--- config.mk ---
export PLATFORM = sky130hd
export DESIGN_NAME = ctt_ctrl
export DESIGN_NICKNAME = d
export VERILOG_FILES = /design/src/hw/rtl/ctt_pkg.sv /design/src/hw/rtl/ctt_ctrl.sv
export SDC_FILE = /design/constraint.sdc
export NUM_CORES = 1
export LEC_CHECK = 0
export ABC_AREA = 0
export BUFFER_PORTS_ARGS = -buffer_cell sky130_fd_sc_hd__buf_2
export CORE_AREA = 2 2 39 41
export DETAILED_ROUTE_END_ITERATION = 8
export DIE_AREA = 0 0 41 43
export MAX_ROUTING_LAYER = met4
export SYNTH_ARGS = -nofsm -noshare
export SYNTH_HDL_FRONTEND = slang
export SYNTH_SLANG_ARGS = --single-unit
--- constraint.sdc ---
create_clock -name clk -period 1.03 [get_ports clk]
set_input_delay 0.0515 -clock clk [delete_from_list [all_inputs] [get_ports clk]]
set_output_delay 0.0515 -clock clk [all_outputs]
set_load 0.1 [all_outputs]
--- src/hw/rtl/ctt_pkg.sv ---
// Shared types and constants for the clustered transposition table.
// No dependencies.
package ctt_pkg;

  localparam int CLUSTERS_DEF  = 4096;
  localparam int WAYS_DEF      = 3;
  localparam int MOVE_BITS_DEF = 16;

  localparam int DEPTH_FIELD_W = 6;
  localparam int GEN_SPAN    = 255;
  localparam int KEY_BITS    = 32;
  localparam int HASH_BITS   = 64;
  localparam int CNT_BITS    = 13;
  localparam int GEN_BITS    = 8;
  localparam int CNT_RESET   = 4096;
  localparam int GEN_RESET   = 1;

  localparam int CFG_INDEX_BITS = 2;
  localparam int CFG_DATA_BITS  = 13;

  localparam logic [CFG_INDEX_BITS-1:0] CFG_CLUSTER_COUNT = 2'd0;
  localparam logic [CFG_INDEX_BITS-1:0] CFG_SEARCH_GEN    = 2'd1;

  localparam logic CMD_PROBE = 1'b0;
  localparam logic CMD_STORE = 1'b1;

  typedef struct packed {
    logic                  command;
    logic [HASH_BITS-1:0]  hash_key;
    logic signed [15:0]    new_score;
    logic [15:0]           new_move;
    logic [7:0]            new_depth;
    logic [1:0]            new_node_kind;
  } req_t;

  typedef struct packed {
    logic                     hit;
    logic signed [15:0]       found_score;
    logic [15:0]              found_move;
    logic [DEPTH_FIELD_W-1:0] found_depth;
    logic [1:0]               found_node_kind;
    logic                     replaced_occupied;
  } rsp_t;

  typedef enum logic [2:0] {
    ST_CLEAR,
    ST_IDLE,
    ST_READ,
    ST_EVAL,
    ST_WRITE
  } state_t;

  typedef struct packed {
    logic clear_step;
    logic accept;
    logic read;
    logic eval;
    logic write;
  } cmd_t;

  typedef struct packed {
    logic req_store;
    logic clear_last;
    logic rsp_busy;
  } status_t;

endpackage

--- src/hw/rtl/ctt_ctrl.sv ---
// Sequencer for the clustered transposition table: clear pass, probe, store.
// Depends on ctt_pkg.
module ctt_ctrl (
  input  logic             clk,
  input  logic             rst,
  input  logic             req_valid,
  output logic             req_stall,
  input  ctt_pkg::status_t status,
  output ctt_pkg::cmd_t    cmd
);

  ctt_pkg::state_t state, state_next;

  always_ff @(posedge clk) begin
    if (rst) begin
      state <= ctt_pkg::ST_CLEAR;
    end else begin
      state <= state_next;
    end
  end

  always_comb begin
    state_next = state;
    cmd        = '0;
    req_stall  = 1'b1;
    unique case (state)
      ctt_pkg::ST_CLEAR: begin
        cmd.clear_step = 1'b1;
        if (status.clear_last) begin
          state_next = ctt_pkg::ST_IDLE;
        end
      end
      ctt_pkg::ST_IDLE: begin
        req_stall = 1'b0;
        if (req_valid) begin
          cmd.accept = 1'b1;
          state_next = status.req_store ? ctt_pkg::ST_WRITE : ctt_pkg::ST_READ;
        end
      end
      ctt_pkg::ST_READ: begin
        cmd.read   = 1'b1;
        state_next = ctt_pkg::ST_EVAL;
      end
      ctt_pkg::ST_EVAL: begin
        if (!status.rsp_busy) begin
          cmd.eval   = 1'b1;
          state_next = ctt_pkg::ST_IDLE;
        end
      end
      ctt_pkg::ST_WRITE: begin
        cmd.write  = 1'b1;
        state_next = ctt_pkg::ST_IDLE;
      end
      default: begin
        state_next = ctt_pkg::ST_CLEAR;
      end
    endcase
  end

endmodule

==> impl_metrics.env <==
export IMPL_synth_top_cell_area_share_pct=32.4
export IMPL_fmax_ghz=0.804
export IMPL_pwr_share_clk_pct=31.3
export IMPL_largest_reg_flops=3
export IMPL_layout_setup_ws_ns=-0.213
export IMPL_dieArea_sq_um=1760
export IMPL_grt_start_max_net_pins=7
export IMPL_pin_count=12
export IMPL_violations="negative setup slack"
export IMPL_cp_endpoint="req_stall"
export IMPL_yosys_register_bits=3
export IMPL_reg_largest_list="state x3"
export IMPL_die_width_um=41
export IMPL_yosysUniqueCellTypes=16
export IMPL_p_seq_share_pct=19.6
export IMPL_worstReg2RegStart="state[2]"
export IMPL_hold_worst_slack_ns=0.0204
export IMPL_die_y_um=43
export IMPL_drive_gt1_share_pct=73.9
export IMPL_place_area_sq_um=428
export IMPL_p_switching_w=0.000290
export IMPL_rows=14
export IMPL_sw_frac_of_total_pct=41.6
export IMPL_yosysSeqAreaShare_pct=32.4
export IMPL_clkLatencyLatePin_ns=0.24
export IMPL_start_util_pct=13.4
export IMPL_r2r_end="state[2]"
export IMPL_fin_setup_tns_ns=-1.11
export IMPL_worst_pin_slew_ns=0.261
export IMPL_crit_required_ns=0.98
export IMPL_synthCells=23
export IMPL_layout_min_cycle_time_ns=1.24
export IMPL_post_dp_hpwl_um=470
export IMPL_portBuffers=11
export IMPL_synth_xor_area_share_pct=0
export IMPL_synth_area_leader_cell="dfxtp_1"
export IMPL_dp_cells=54
export IMPL_drc=0
export IMPL_grt_pass1_wl_um=1160
export IMPL_end_kind="primary output"
export IMPL_crit_start="state[2]"
export IMPL_synth_area_leaders="dfxtp_1, nand3b_1, nor4_2"
export IMPL_antennaDiodeCount=0
export IMPL_firstDrtPassIters=3
export IMPL_drtAntennaViolNets=0
export IMPL_drt_first_iter_violations=1
export IMPL_fin_cells=62
export IMPL_skew_ns=0.00964
export IMPL_p_int_w=0.000407
export IMPL_cp_start_kind="flop"
export IMPL_ir_drop_v=0.00103
export IMPL_p_leak_nw=0.215
export IMPL_grt_antenna_before_repair=0
export IMPL_cts_tree="yes"
export IMPL_avgSynthCellArea_sq_um=8.05
export IMPL_synth_compound_area_share_pct=12.8
export IMPL_r2r_cells=3
export IMPL_cts_clk_slew_worst_paths_ns=0.04
export IMPL_cts_buffers=3
export IMPL_synth_top_family_by_area="simple AND/OR/NAND/NOR gates"
export IMPL_wl_um=609
export IMPL_synth_mux_area_share_pct=5.41
export IMPL_gr_total_overflow=0
export IMPL_syn_num_nets=29
export IMPL_drv_slew=0
export IMPL_period_share_pct=121
export IMPL_crit_path_max_fanout=6
export IMPL_cts_root_buf="clkbuf_4"
export IMPL_worstPathArrival_ns=1.19
export IMPL_clockBufferDepth=2
export IMPL_coreArea_sq_um=1380
export IMPL_finalHoldViolCount=0
export IMPL_status="finished, violations left"
export IMPL_fin_nets=53
export IMPL_gp_congestion=0.733
export IMPL_yosysWarningCount=0
export IMPL_finalInstanceArea_sq_um=528
export IMPL_cts_sinks=3
export IMPL_path_class="reg2out"
export IMPL_grt_pass1_vias=278
export IMPL_syn_area_sq_um=185
export IMPL_regMostFlops="state"
export IMPL_num_vias=251
export IMPL_powerDensity_nw_per_um2=1320
export IMPL_most_common_layout_cells="buf_4, buf_12, buf_2"
export IMPL_r2r_setup_slack_ns=-0.04
export IMPL_h_tree_depth=1
export IMPL_post_drt_wl_per_cell_um=9.82
export IMPL_cap_violations=0
export IMPL_hold_class="in2reg"
export IMPL_synthAdderAreaFrac_pct=0
export IMPL_holdBufCountCts=0
export IMPL_grt_util_all_layers_pct=10.9
export IMPL_mostFrequentLayoutCell="buf_4"
export IMPL_p_comb_share_pct=49.1
export IMPL_power_w=0.000697
export IMPL_synth_simple_area_share_pct=40.5
export IMPL_area_delta_synth_final_pct=185
export IMPL_slew_headroom_pct=82.5
export IMPL_viasPerCell=4.05
export IMPL_setup_viol=7
export IMPL_rsz0062_at_grt="true"
worst min path at each step:
stage,from,end,depth (start not counted)
finish,rst,state[2],2
global route,rst,state[2],2
CTS,rst,state[2],2
detailed placement,rst,state[2],2
global placement,rst,state[2],2
floorplan,rst,state[2],1
power groups by stage:
stage          combinational (W)  clock (W)  sequential (W)
2_1_floorplan           0.000197          0        0.000133
3_3_place_gp            0.000310          0        0.000137
3_5_place_dp            0.000311          0        0.000137
4_1_cts                 0.000342   0.000222        0.000136
5_1_grt                 0.000357   0.000245        0.000138
6_report                0.000342   0.000218        0.000137
routing by layer:
layer / GRT usage, % / vias to the layer above / wire, um
li1: - / 126 / -
met5: - / - / 0
met1: 12.3 / 116 / 251
met4: 4.00 / 0 / 0
met2: 14.4 / 9 / 316
met3: 8.38 / 0 / 41
per-stage QoR:
step	setup WS (ns)	util, %
after floorplan	-1.13	-
after global placement	0.00343	30.9
after global routing	-0.270	38.2
final	-0.213	38.2
after detailed placement	0.00631	30.9
after CTS	-0.219	37.2
Yosys cell counts (all sizes together):
library cell  count
nand2             1
nor2b             1
nor3b             1
mux2i             1
buf               1
nor2              3
a31oi             1
nor4              1
dfxtp             3
o31ai             1
inv               3
o21ai             1
nor3              2
nand3b            2
nor4b             1
repair_timing:
item | CTS | global route
setup buffers | 4 | 1
setup endpoints to repair | 6 | 7
pin swaps | 3 | 3
gates resized for setup | 7 | 3
critical path: stages (launching register included):
cell and delay (ns):
dfxtp_4 0.36, nand3b_1 0.24, buf_4 0.19, buf_12 0.15
kinds of logic (layout without fill, tap and decap cells):
logic type | Yosys count | in the layout
and+or+nand+nor | 12 | 12
buffers and inverters | 4 | 27
AOI/OAI and AO/OA | 3 | 3
DFF | 3 | 3
muxes | 1 | 1
layout make-up:
cell class | count | area (sq um)
tap | 16 | 20.0
fill | 136 | 856
inverter | 3 | 16.3
multi-input combinational | 16 | 174
timing repair buffer | 20 | 220
clock buffer | 4 | 26.3
sequential | 3 | 71.3
Note: power is estimated with default switching activity, not from simulation.
